## config.mk

```make
export PLATFORM = sky130hd
export DESIGN_NAME = field_serializer_varint_fixed
export DESIGN_NICKNAME = d
export VERILOG_FILES = /design/src/rtl/fsvf_pkg.sv /design/src/rtl/fsvf_prep.sv /design/src/rtl/fsvf_step.sv /design/src/rtl/field_serializer_varint_fixed.sv
export VERILOG_INCLUDE_DIRS = /design/src /design/src/rtl
export SDC_FILE = /design/constraint.sdc
export NUM_CORES = 1
export LEC_CHECK = 0
export ABC_AREA = 1
export BUFFER_PORTS_ARGS = -buffer_cell sky130_fd_sc_hd__buf_2
export CAP_MARGIN = 5
export CELL_PAD_IN_SITES_DETAIL_PLACEMENT = 2
export CELL_PAD_IN_SITES_GLOBAL_PLACEMENT = 2
export CORE_MARGIN = 2
export CORE_UTILIZATION = 36
export CTS_CLUSTER_DIAMETER = 30
export DETAILED_ROUTE_END_ITERATION = 8
export GPL_ROUTABILITY_DRIVEN = 0
export PLACE_DENSITY = 0.84
export SLEW_MARGIN = 10
export SYNTH_ARGS = -nofsm -noshare
export SYNTH_HDL_FRONTEND = slang
export SYNTH_HIERARCHICAL = 1
export SYNTH_SLANG_ARGS = --single-unit
export TNS_END_PERCENT = 30
```

## constraint.sdc

```tcl
create_clock -name clk -period 6.81 [get_ports clk]
set_input_delay 0.681 -clock clk [delete_from_list [all_inputs] [get_ports clk]]
set_output_delay 0.681 -clock clk [all_outputs]
set_load 0.05 [all_outputs]
```

## src/rtl/field_serializer_varint_fixed_assert.svh

```systemverilog
// assertion macros for the rtl top level
`ifndef FIELD_SERIALIZER_VARINT_FIXED_ASSERT_SVH
`define FIELD_SERIALIZER_VARINT_FIXED_ASSERT_SVH

`ifndef ASSERT_OFF

// checked only outside reset
`define FSVF_ASSERT(lbl, prop) \
	lbl: assert property (@(posedge clk) disable iff (!arst_n) prop) \
		else $error("fsvf assertion failed");

// checked during reset too
`define FSVF_ASSERT_ALWAYS(lbl, prop) \
	lbl: assert property (@(posedge clk) prop) \
		else $error("fsvf assertion failed");

`else

`define FSVF_ASSERT(lbl, prop)
`define FSVF_ASSERT_ALWAYS(lbl, prop)

`endif

`endif

```

## src/rtl/fsvf_pkg.sv

```systemverilog
package fsvf_pkg;

	// input item
	typedef struct packed {
		logic [2:0]  func;
		logic [63:0] value;
	} fsvf_in_t;

	// result item
	typedef struct packed {
		logic [7:0] out_byte;
		logic       last;
	} fsvf_out_t;

	// format codes
	localparam logic [2:0] FUNC_FIX8  = 3'd0;
	localparam logic [2:0] FUNC_FIX16 = 3'd1;
	localparam logic [2:0] FUNC_FIX32 = 3'd2;
	localparam logic [2:0] FUNC_FIX64 = 3'd3;
	localparam logic [2:0] FUNC_VU32  = 3'd4;
	localparam logic [2:0] FUNC_VU64  = 3'd5;
	localparam logic [2:0] FUNC_ZZ32  = 3'd6;
	localparam logic [2:0] FUNC_ZZ64  = 3'd7;

	// shift unit modes
	localparam logic [1:0] MODE_LE  = 2'd0;
	localparam logic [1:0] MODE_BE  = 2'd1;
	localparam logic [1:0] MODE_VAR = 2'd2;

	localparam logic [6:0] GROUP_MASK = 7'h7F;
	localparam int unsigned GROUP_BITS = 7;
	localparam int unsigned MAX_FIX_BYTES = 8;

	// control handed to the shift unit
	typedef struct packed {
		logic [1:0] mode;
		logic [3:0] cnt;
	} fsvf_ctl_t;

endpackage

```

## src/rtl/fsvf_prep.sv

```systemverilog
module fsvf_prep (
	input  fsvf_pkg::fsvf_in_t  field,
	input  logic                little_endian,
	output logic [63:0]         word,
	output fsvf_pkg::fsvf_ctl_t ctl
);
	import fsvf_pkg::*;

	logic [63:0] v;
	logic [31:0] z32;
	logic [63:0] z64;

	assign v   = field.value;
	assign z32 = {v[30:0], 1'b0} ^ {32{v[31]}};
	assign z64 = {v[62:0], 1'b0} ^ {64{v[63]}};

	always_comb begin
		word     = v;
		ctl.mode = MODE_VAR;
		ctl.cnt  = 4'd0;
		case (field.func)
			FUNC_FIX8: begin
				ctl.cnt = 4'd1;
				word    = little_endian ? {56'd0, v[7:0]} : {v[7:0], 56'd0};
			end
			FUNC_FIX16: begin
				ctl.cnt = 4'd2;
				word    = little_endian ? {48'd0, v[15:0]} : {v[15:0], 48'd0};
			end
			FUNC_FIX32: begin
				ctl.cnt = 4'd4;
				word    = little_endian ? {32'd0, v[31:0]} : {v[31:0], 32'd0};
			end
			FUNC_FIX64: begin
				ctl.cnt = 4'd8;
				word    = v;
			end
			FUNC_VU32: word = {32'd0, v[31:0]};
			FUNC_VU64: word = v;
			FUNC_ZZ32: word = {32'd0, z32};
			FUNC_ZZ64: word = z64;
			default:   word = v;
		endcase
		// fixed formats: byte order picks the shift direction
		if (field.func == FUNC_FIX8 || field.func == FUNC_FIX16 ||
		    field.func == FUNC_FIX32 || field.func == FUNC_FIX64) begin
			ctl.mode = little_endian ? MODE_LE : MODE_BE;
		end
	end
endmodule

```

## src/rtl/fsvf_step.sv

```systemverilog
module fsvf_step (
	input  logic [63:0]         word,
	input  fsvf_pkg::fsvf_ctl_t ctl,
	output fsvf_pkg::fsvf_out_t res,
	output logic [63:0]         word_nxt
);
	import fsvf_pkg::*;

	logic more;

	// another group follows while bits remain above the low seven
	assign more = |word[63:GROUP_BITS];

	always_comb begin
		case (ctl.mode)
			MODE_LE: begin
				res.out_byte = word[7:0];
				res.last     = (ctl.cnt == 4'd1);
				word_nxt     = {8'd0, word[63:8]};
			end
			MODE_BE: begin
				res.out_byte = word[63:56];
				res.last     = (ctl.cnt == 4'd1);
				word_nxt     = {word[55:0], 8'd0};
			end
			default: begin
				res.out_byte = {more, word[6:0] & GROUP_MASK};
				res.last     = !more;
				word_nxt     = word >> GROUP_BITS;
			end
		endcase
	end
endmodule

```

## src/rtl/field_serializer_varint_fixed.sv

```systemverilog
// channel  | handshake                | payload
// ---------+--------------------------+---------------------------
// field    | field_valid / field_stall | fsvf_in_t  (func, value)
// sym      | sym_valid / sym_stall     | fsvf_out_t (out_byte, last)
// cfg      | cfg_valid / cfg_ready     | cfg_data   (little_endian)
//
// one item is accepted, then a shared shift unit emits one byte per cycle
// unless stalled: 1/2/4/8 bytes for fixed formats, 1 to 10 bytes for varints
// an item is loaded, then shifted out byte by byte; the next item is taken
// once the last byte has moved into the output register
// sym_stall holds a valid output register and so freezes the shift sequencer
// reset clears the busy flag, the output valid and little_endian (big endian)
`include "field_serializer_varint_fixed_assert.svh"

module field_serializer_varint_fixed (
	input  logic                clk,
	input  logic                arst_n,
	input  logic                field_valid,
	output logic                field_stall,
	input  fsvf_pkg::fsvf_in_t  field,
	output logic                sym_valid,
	input  logic                sym_stall,
	output fsvf_pkg::fsvf_out_t sym,
	input  logic                cfg_valid,
	output logic                cfg_ready,
	input  logic                cfg_data
);
	import fsvf_pkg::*;

	// configuration register
	logic little_endian_q;

	// sequencer state
	logic        busy_q;
	logic [63:0] word_q;
	fsvf_ctl_t   ctl_q;

	// output register
	logic      sym_valid_q;
	fsvf_out_t sym_q;

	// prepared item and shift unit results
	logic [63:0] prep_word;
	fsvf_ctl_t   prep_ctl;
	fsvf_out_t   step_res;
	logic [63:0] step_word;

	logic accept;
	logic adv;

	fsvf_prep u_prep (
		.field        (field),
		.little_endian(little_endian_q),
		.word         (prep_word),
		.ctl          (prep_ctl)
	);

	fsvf_step u_step (
		.word    (word_q),
		.ctl     (ctl_q),
		.res     (step_res),
		.word_nxt(step_word)
	);

	// configuration is to be written only while idle (the block does not enforce this), so it is always taken
	assign cfg_ready = 1'b1;

	// busy blocks the input for the whole item
	assign field_stall = busy_q;
	assign accept      = field_valid && !busy_q;

	// a byte moves when the output register is empty or being drained
	assign adv = busy_q && (!sym_valid_q || !sym_stall);

	assign sym_valid = sym_valid_q;
	assign sym       = sym_q;

	always_ff @(posedge clk or negedge arst_n) begin
		if (!arst_n) begin
			little_endian_q <= 1'b0;
		end else if (cfg_valid && cfg_ready) begin
			little_endian_q <= cfg_data;
		end
	end

	// sequencer: load, then one shift unit step per emitted byte
	always_ff @(posedge clk or negedge arst_n) begin
		if (!arst_n) begin
			busy_q <= 1'b0;
		end else if (accept) begin
			busy_q <= 1'b1;
		end else if (adv && step_res.last) begin
			busy_q <= 1'b0;
		end
	end

	always_ff @(posedge clk) begin
		if (accept) begin
			word_q <= prep_word;
			ctl_q  <= prep_ctl;
		end else if (adv) begin
			word_q    <= step_word;
			ctl_q.cnt <= ctl_q.cnt - 4'd1;
		end
	end

	// output register
	always_ff @(posedge clk or negedge arst_n) begin
		if (!arst_n) begin
			sym_valid_q <= 1'b0;
		end else if (adv) begin
			sym_valid_q <= 1'b1;
		end else if (!sym_stall) begin
			sym_valid_q <= 1'b0;
		end
	end

	always_ff @(posedge clk) begin
		if (adv) begin
			sym_q <= step_res;
		end
	end

	// an accepted item keeps the sequencer busy in the next cycle
	`FSVF_ASSERT(a_accept_busy, accept |=> busy_q)
	// the last byte ends the item
	`FSVF_ASSERT(a_last_idle, (adv && step_res.last) |=> !busy_q && sym_valid_q && sym_q.last)
	// fixed formats never run past eight bytes
	`FSVF_ASSERT(a_fix_cnt, (busy_q && ctl_q.mode != MODE_VAR) |-> (ctl_q.cnt != 4'd0 && ctl_q.cnt <= 4'(MAX_FIX_BYTES)))
	// nothing is shown right out of reset
	`FSVF_ASSERT_ALWAYS(a_rst_quiet, !arst_n |=> !sym_valid && !field_stall)

endmodule

```

==> results.json, run 1 <==
{
  "status": "finished, final reports clean",
  "synth_xor_xnor_area_share": 0.0998,
  "vias": 7894,
  "io_buffers": 83,
  "synthMuxAreaShare": 0.00153,
  "finalCritPeriodShare": 0.412,
  "worstSetupPathType": "reg -> reg",
  "htree_num_levels": 3,
  "clock_latency_ns": 0.35,
  "diodes": 0,
  "antenna_found_initial": 0,
  "dieArea_sq_um": 21600,
  "n_fill_cell": 2501,
  "final-max-slew-violation-count": 0,
  "reg2reg_depth": 9,
  "die-height_microns": 147,
  "synth_top_family_by_area": "simple AND/OR/NAND/NOR gates",
  "max_freq_mhz": 357,
  "chipWidth_microns": 147,
  "yosysWarnings": 6,
  "maxSlewHeadroom": 0.255,
  "cts_buffer_depth": 2,
  "hold_buffers": 0,
  "use_met2": 0.504,
  "grt_max_degree": 74,
  "ys_types": 32,
  "cts_tree": "built",
  "gr-max-usage-layer": "met2",
  "synth.net_count": 1180,
  "core_sq_um": 20200,
  "grt_first_pass_wirelength_microns": 50300,
  "end_kind": "flip-flop",
  "cp-start-kind": "flip-flop",
  "fin_skew_ns": 0.00841,
  "drt.antenna.violating_nets": 0,
  "track_usage": 0.307,
  "arrival_ns": 2.90,
  "area_growth_pct": 9.22,
  "synthAdderAreaFrac": 0.00170,
  "avgViaCountPerCell": 5.61,
  "rsz0062_at_grt": "no",
  "cts_resized": 0,
  "synth-simple-area-share": 0.364,
  "register_area_sq_um": 2450,
  "syn_area_sq_um": 7370,
  "grt_pass1_vias": 8101,
  "post-cts-setup-buffers": 0,
  "rows": 52,
  "detailed_place_hpwl_microns": 24000,
  "tightest_slew_ns": 1.12,
  "cp_max_fo": 52,
  "power_density_nw_per_um2": 204,
  "use_met1": 0.443,
  "numCtsBuffers": 9,
  "hp-class": "in -> async",
  "period_needed_ns": 2.80,
  "start_util": 0.365,
  "io_pins": 85,
  "dr.first_iter.drc_count": 756,
  "layout-drive-gt1-share": 0.112,
  "wl_microns": 33000,
  "power_w": 0.00164,
  "grt_util_met3": 0.0115,
  "syn_inst": 1106,
  "ir_drop_v": 0.000104,
  "timing.setup.tns_ns": 0,
  "cp.required_ns": 6.90,
  "post_drt_wl_per_cell_microns": 23.4,
  "nNetsFinal": 1207,
  "timing.hold.ws_ns": 0.136,
  "leakage_nw": 3.65,
  "ys_ff_latch": 82,
  "cts.sinks": 82,
  "synth_area_per_cell_sq_um": 6.66,
  "setup_viol": 0,
  "synth_seq_area_share": 0.332,
  "multi_input_area_sq_um": 4170,
  "timing.max_cap.violations": 0,
  "gr-total-overflow": 0,
  "drc": 0,
  "dr.pass1.iters": 5,
  "hold_viol_final": 0,
  "clk_pin_slew_ns": 0.06,
  "synth_compound_area_frac": 0.0981,
  "root_buffer": "clkbuf_16"
}
==> cells in the mapped netlist <==
library cell	number	area [sq um]
nand3_1	70	350
dfrtp_1	3	75.1
clkbuf_1	12	45.0
inv_2	6	22.5
nor4_1	1	6.26
nor3_1	1	5.00
o211ai_2	4	50.1
nand2_2	4	25.0
nand4_1	13	81.3
a22oi_1	14	105
nand2_1	433	1630
a21oi_1	2	10.0
o22ai_1	9	56.3
inv_1	79	297
o21ai_1	8	40.0
buf_6	8	90.1
o21ai_2	1	8.76
clkinv_1	1	3.75
ha_1	1	12.5
buf_1	6	22.5
conb_1	1	3.75
nor2_1	153	574
o221ai_1	32	280
mux2_2	1	11.3
xor2_1	14	123
buf_2	37	185
o211ai_1	11	82.6
xnor2_1	70	613
edfxtp_1	79	2370
nor2_2	2	12.5
buf_4	12	90.1
o21ai_0	18	90.1
==> routing by layer <==
layer	routed length (microns)	vias to the layer above
met5	0	-
met4	730	0
met3	1450	40
met2	15700	272
met1	15200	3979
li1	-	3603
==> per-stage QoR <==
stage | cell area (sq um) | worst slack, ns | instances | utilization
floorplan | 7370 | 3.94 | 1106 | -
CTS | 8050 | 4.08 | 1408 | 0.399
global route | 8050 | 3.86 | 1408 | 0.399
detailed placement | 7760 | 4.00 | 1392 | 0.385
finish | 8050 | 4.01 | 1408 | 0.399
global placement | 7760 | 4.04 | 1392 | 0.385
==> where the power goes <==
group	switching (W)	internal, W
registers	0.0000546	0.000635
clock network	0.000217	0.000276
logic	0.000317	0.000140
total	0.000589	0.00105
==> cell families (layout without fill, tap and decap cells) <==
logic type / count (synthesis) / after routing
simple gates: 677 / 677
buf+inv: 161 / 193
compound gates: 99 / 99
xor+xnor: 84 / 84
flops: 82 / 82
fa+ha+maj: 1 / 1
other cells: 1 / 1
mux: 1 / 1
==> sequential cells by signal, summed over array words and instances, names as in the netlist <==
name and cells:
word_q 64, sym 9, ctl_q 6, field_stall 1, little_endian_q 1, sym_valid 1
==> final timing paths <==
kind,from,endpoint,slack [ns]
max in group asynchronous,arst_n,field_stall$_DFFE_PN0P_,6.54
worst max-delay path,ctl_q[5]$_DFFE_PP_,word_q[53]$_DFFE_PP_,4.01
worst max register to register,ctl_q[5]$_DFFE_PP_,word_q[53]$_DFFE_PP_,4.01
worst min-delay path,arst_n,little_endian_q$_DFFE_PN0P_,0.14
min in group clk,sym_valid$_DFFE_PN0P_,sym_valid$_DFFE_PN0P_,0.50
worst min register to register,sym_valid$_DFFE_PN0P_,sym_valid$_DFFE_PN0P_,0.50
==> layout by cell type (no fill, tap or decap), drive strengths merged, types with 2 or more instances in the layout <==
cell	netlist	routed
nand2	437	437
nor2	155	155
buf	63	91
inv	85	85
edfxtp	79	79
xnor2	70	70
nand3	70	70
o221ai	32	32
o21ai	27	27
o211ai	15	15
xor2	14	14
a22oi	14	14
nand4	13	13
clkbuf	12	12
o22ai	9	9
dfrtp	3	3
clkinv	1	3
clkinvlp	0	2
a21oi	2	2
==> area by class of cell <==
cell class,count,share of cell area
clock buffers,12,0.0331
flip-flops and latches,82,0.304
clock inverters,4,0.00311
well taps,270,0.0420
inverters,86,0.0401
repair buffers,91,0.0594
multi-input cells,863,0.518
==> worst max-delay path, stage by stage, from the launching register on <==
cell	delay, ns
edfxtp_1	0.33
buf_4	0.29
inv_2	0.37
nand2_2	0.15
buf_4	0.50
inv_2	0.35
nand2_1	0.16
o211ai_1	0.11
nand2_1	0.15
nand2_1	0.09
Power figures use the tool's default switching activity.
==> inputs of run 2 (changes only) <==
CORE_UTILIZATION = 30   (was 36)
PLACE_DENSITY = 0.74   (was 0.84)
clock period = 2.55 ns   (was 6.81 ns; I/O delays follow)
==> run 2 against run 1 <==
Net effect:
- utilization shrank 5.7 points
- via count fell by 1.8%
- flip-flop and latch count stayed put
- worst setup slack got worse by 3.6 ns
- cell area grew 3.2%
- register-to-register slack got worse by 3.6 ns
- critical path depth shrank 3
- highest routed layer unchanged
- clock-buffer cell count decreased by 1
- power grew to 2.7 times the previous value
- clock skew about the same
- die area rose by 19%
==> results.json, run 2 (same netlist as run 1, synthesis figures left out) <==
{
  "status": "finished, final reports clean",
  "layout-drive-gt1-share": 0.121,
  "grt_first_pass_wirelength_microns": 49700,
  "cts_buffer_depth": 2,
  "ir_drop_v": 0.000317,
  "dpl-instance-area_sq_um": 8010,
  "rows": 57,
  "grt_pass1_vias": 8091,
  "final-max-slew-violation-count": 0,
  "leakage_nw": 3.75,
  "clock_latency_ns": 0.35,
  "tightest_slew_ns": 0.771,
  "htree_num_levels": 3,
  "gr-total-overflow": 0,
  "dr.first_iter.drc_count": 536,
  "dr.pass1.iters": 5,
  "final_cell_area_sq_um": 8310,
  "start_util": 0.304,
  "io_pins": 85,
  "area_growth_pct": 12.7,
  "register_area_sq_um": 2450,
  "chipWidth_microns": 161,
  "min_from": "cfg_data",
  "r2r_start": "little_endian_q$_DFFE_PN0P_",
  "timing.setup.tns_ns": 0,
  "nNetsFinal": 1222,
  "io_buffers": 83,
  "avgViaCountPerCell": 5.24,
  "drc": 0,
  "final_cell_mix": "nand2_1, nor2_1, buf_2",
  "antenna_found_initial": 1,
  "end_kind": "flip-flop",
  "cp_max_fo": 16,
  "multi_input_area_sq_um": 4170,
  "vias": 7751,
  "grt_max_degree": 74,
  "rsz0062_at_grt": "no",
  "wl_microns": 32800,
  "period_needed_ns": 2.16,
  "n_fill_cell": 2973,
  "min_path_cells": 2,
  "post_drt_wl_per_cell_microns": 22.2,
  "hp-class": "in -> reg",
  "drt.antenna.violating_nets": 0,
  "setup_viol": 0,
  "timing.hold.ws_ns": 0.129,
  "fin_skew_ns": 0.00816,
  "fin_cells": 1478,
  "numCtsBuffers": 9,
  "finalCritPeriodShare": 0.848,
  "max_freq_mhz": 462,
  "core_sq_um": 24200,
  "cts.sinks": 82,
  "reg2reg_depth": 6,
  "cts_resized": 0,
  "cts_tree": "built",
  "startpoint": "little_endian_q$_DFFE_PN0P_",
  "maxSlewHeadroom": 0.486,
  "track_usage": 0.256,
  "layout_commonest_cell": "nand2_1",
  "detailed_place_hpwl_microns": 24900,
  "root_buffer": "clkbuf_16",
  "regMostFlops": "word_q",
  "arrival_ns": 2.38,
  "hold_viol_final": 0,
  "cp.required_ns": 2.77,
  "largest_register_ffs": 64,
  "worstSetupPathType": "reg -> reg",
  "die-height_microns": 161,
  "post-route-util": 0.343,
  "dieArea_sq_um": 25800,
  "power_density_nw_per_um2": 531,
  "placed_cells": 1460,
  "clk_pin_slew_ns": 0.07,
  "timing.max_cap.violations": 0,
  "cp-start-kind": "flip-flop"
}
[run 2: critical path: stages, from the launching register on]
cell      delay (ns)
dfrtp_1         0.53
clkinv_1        0.33
o21ai_2         0.71
nand2_1         0.13
nand2_1         0.10
nand2_1         0.13
nand2_1         0.09
[run 2: repair_timing]
item                       in CTS  in global routing
setup endpoints to repair       0                  0
setup buffers                   0                  0
hold endpoints to repair        3                  0
hold buffers                    1                  0
[run 2: layout make-up]
| cell class | instances | area share |
|---|---|---|
| Antenna cell | 1 | 0.000301 |
| Timing Repair Buffer | 106 | 0.0804 |
| Clock buffer | 11 | 0.0280 |
| Tap cell | 324 | 0.0488 |
| Sequential cell | 82 | 0.295 |
| Inverter | 86 | 0.0389 |
| Multi-Input combinational cell | 863 | 0.502 |
| Clock inverter | 5 | 0.00663 |
[run 2: final timing paths]
check | end | slack [ns]
hold reg to reg | sym_valid$_DFFE_PN0P_ | 0.50
setup reg to reg | word_q[28]$_DFFE_PP_ | 0.39
min in group asynchronous | little_endian_q$_DFFE_PN0P_ | 0.24
setup / recovery | word_q[28]$_DFFE_PP_ | 0.39
hold / removal | little_endian_q$_DFFE_PN0P_ | 0.13
max in group asynchronous | sym_valid$_DFFE_PN0P_ | 2.17
[run 2: stage by stage]
stage | total power [W] | setup WS [ns]
3_5_place_dp | 0.00308 | 0.401
3_3_place_gp | 0.00304 | 0.411
2_1_floorplan | 0.00260 | 0.372
5_1_grt | 0.00462 | 0.166
6_report | 0.00441 | 0.386
4_1_cts | 0.00443 | 0.381
[run 2: per-layer routing]
metal  share of wire  global-route usage  up-vias
li1                -                   -     3631
met1            0.47               0.364     3875
met2            0.47               0.418      219
met3           0.047              0.0269       26
met4           0.015              0.0625        0
met5               0                   0        -
[run 2: power breakdown]
part / switching (W) / internal, W / total [W] / leakage, nW
clock: 0.000585 / 0.000758 / 0.00134 / 0.136
combinational: 0.000828 / 0.000399 / 0.00123 / 2.79
sequential: 0.000143 / 0.00169 / 0.00184 / 0.822
==> inputs of run 3 (changes only) <==
CORE_UTILIZATION = 33   (was 30)
PLACE_DENSITY = 0.77   (was 0.74)
clock period = 2.05 ns   (was 2.55 ns; I/O delays follow)
==> run 3 against run 2 <==
Net effect:
- global-route usage rose by 3.3 points
- combinational power rose by 28%
- register-to-register slack worse by 0.18 ns
- critical path type unchanged
- largest cell class unchanged
- largest power group unchanged
==> results.json, run 3 (same netlist as run 1, synthesis figures left out) <==
{
  "r2r_setup_slack_ns": 0.20,
  "setup_viol": 0,
  "numCtsBuffers": 9,
  "drt.antenna.violating_nets": 0,
  "r2r_start": "little_endian_q$_DFFE_PN0P_",
  "rows": 54,
  "min_path_cells": 3,
  "n_fill_cell": 2684,
  "crit_slowest_cell": "dfrtp_1",
  "regMostFlops": "word_q",
  "post-route-util": 0.384,
  "timing.rr.end": "word_q[50]$_DFFE_PP_",
  "gr-total-overflow": 0,
  "dr.pass1.iters": 5,
  "largest_register_ffs": 64,
  "power_w": 0.00582,
  "nNetsFinal": 1231,
  "arrival_ns": 2.08,
  "chipWidth_microns": 153,
  "layout_commonest_cell": "nand2_1",
  "path_cells": "nor2_1 > inv_1 > nor2_2 > buf_4 > a21oi_1 > nand2_1 > nand2_1 > nand2_1",
  "die-height_microns": 153,
  "layout-drive-gt1-share": 0.129,
  "clk_pin_slew_ns": 0.07,
  "grt_first_pass_wirelength_microns": 51500,
  "hp-class": "in -> reg",
  "tightest_slew_ns": 0.517,
  "htree_num_levels": 3,
  "antenna_found_initial": 0,
  "post_drt_wl_per_cell_microns": 23.4,
  "min_from": "sym_stall",
  "ir_drop_v": 0.000459,
  "dieArea_sq_um": 23500,
  "end_kind": "flip-flop",
  "drc": 0,
  "start_util": 0.337,
  "finalCritPeriodShare": 0.901,
  "power_density_nw_per_um2": 692,
  "grt_max_degree": 74,
  "combPwrFrac": 0.272,
  "p_int_w": 0.00382,
  "p_sw_frac": 0.344,
  "seqPwrFrac": 0.394,
  "track_usage": 0.289,
  "crit_top_cell": "nand2_1",
  "cpPeakStageDelay_ns": 0.43,
  "pre_cts_ws_ns": 0.206,
  "final_cell_mix": "nand2_1, nor2_1, buf_2",
  "hold_viol_final": 0,
  "reg2reg_depth": 8,
  "vias": 7904,
  "cp.required_ns": 2.28,
  "timing.setup.tns_ns": 0,
  "wl_microns": 33800,
  "cp_max_fo": 23,
  "fin_skew_ns": 0.0117,
  "status": "finished, final reports clean",
  "maxSlewHeadroom": 0.654,
  "avgViaCountPerCell": 5.48,
  "worstSetupPathType": "reg -> reg",
  "p_sw_w": 0.00200,
  "cp-start-kind": "flip-flop",
  "cts_tree": "built",
  "fin_ws_ns": 0.202,
  "io_buffers": 83,
  "timing.hold.ws_ns": 0.0892,
  "leakage_nw": 3.82,
  "max_freq_mhz": 541,
  "area_growth_pct": 14.0,
  "root_buffer": "clkbuf_16",
  "dr.first_iter.drc_count": 565,
  "period_needed_ns": 1.85,
  "clockPowerShare": 0.334,
  "cts_buffer_depth": 2,
  "io_pins": 85,
  "diodes": 0,
  "detailed_place_hpwl_microns": 25500,
  "core_sq_um": 21900,
  "timing.max_cap.violations": 0,
  "hold_path_end": "sym_valid$_DFFE_PN0P_",
  "grt_pass1_vias": 8263,
  "clock_latency_ns": 0.36,
  "final-max-slew-violation-count": 0,
  "rsz0062_at_grt": "no",
  "cts.sinks": 82
}
## run 3: changes by cell type in the layout (fill, tap and decap cells not counted), moves of 2 or more
cell / previous run / this run
bufinv_16: 1 / 3
buf_12: 6 / 8
buf_4: 17 / 24
clkinv_2: 2 / 0
## run 3: per-layer routing
layer	global-route usage	wire length (microns)
met5	0	0
met4	0.0961	909
met3	0.0488	2490
met2	0.452	15200
met1	0.405	15200
## run 3: area by class of cell
type                       count  area, sq um  area share
tap                          280          350      0.0417
multi-input combinational    863         4180       0.497
sequential                    82         2450       0.291
timing repair buffer         115          761      0.0905
clock buffer                  10          229      0.0272
inverter                      86          323      0.0384
clock inverter                 6          114      0.0135
## run 3: worst max-delay path: cells and delay by family (launching register included)
family	cells	cell delay [ns]
and+or+nand+nor	5	0.71
DFF	1	0.43
buffers and inverters	2	0.43
AOI/OAI and AO/OA	1	0.14
## run 3: metrics by stage
step / instances / area (sq um)
2_1_floorplan: 1106 / 7380
3_3_place_gp: 1425 / 8050
4_1_cts: 1442 / 8400
5_1_grt: 1442 / 8400
6_report: 1442 / 8400
3_5_place_dp: 1425 / 8050
## run 3: power groups by stage
stage	clock [W]	sequential (W)	combinational [W]
final	0.00194	0.00229	0.00158
after global routing	0.00203	0.00231	0.00173
after CTS	0.00197	0.00229	0.00157
after detailed placement	0	0.00233	0.00155
after global placement	0	0.00232	0.00152
after floorplan	0	0.00231	0.000921
## run 3: worst max path at each step
stage,from,endpoint
2_1_floorplan,field_stall$_DFFE_PN0P_,ctl_q[0]$_DFFE_PP_
3_3_place_gp,little_endian_q$_DFFE_PN0P_,word_q[7]$_DFFE_PP_
3_5_place_dp,little_endian_q$_DFFE_PN0P_,word_q[7]$_DFFE_PP_
4_1_cts,little_endian_q$_DFFE_PN0P_,word_q[1]$_DFFE_PP_
5_1_grt,little_endian_q$_DFFE_PN0P_,word_q[50]$_DFFE_PP_
6_report,little_endian_q$_DFFE_PN0P_,word_q[50]$_DFFE_PP_
## run 3: repair_timing
| action | 4_1_cts | 5_1_grt |
|---|---|---|
| buffers inserted | 0 | 0 |
| hold buffers | 1 | 0 |
| gates resized for setup | 0 | 1 |
| endpoints found under the hold margin | 3 | 0 |
| setup endpoints to repair | 0 | 4 |
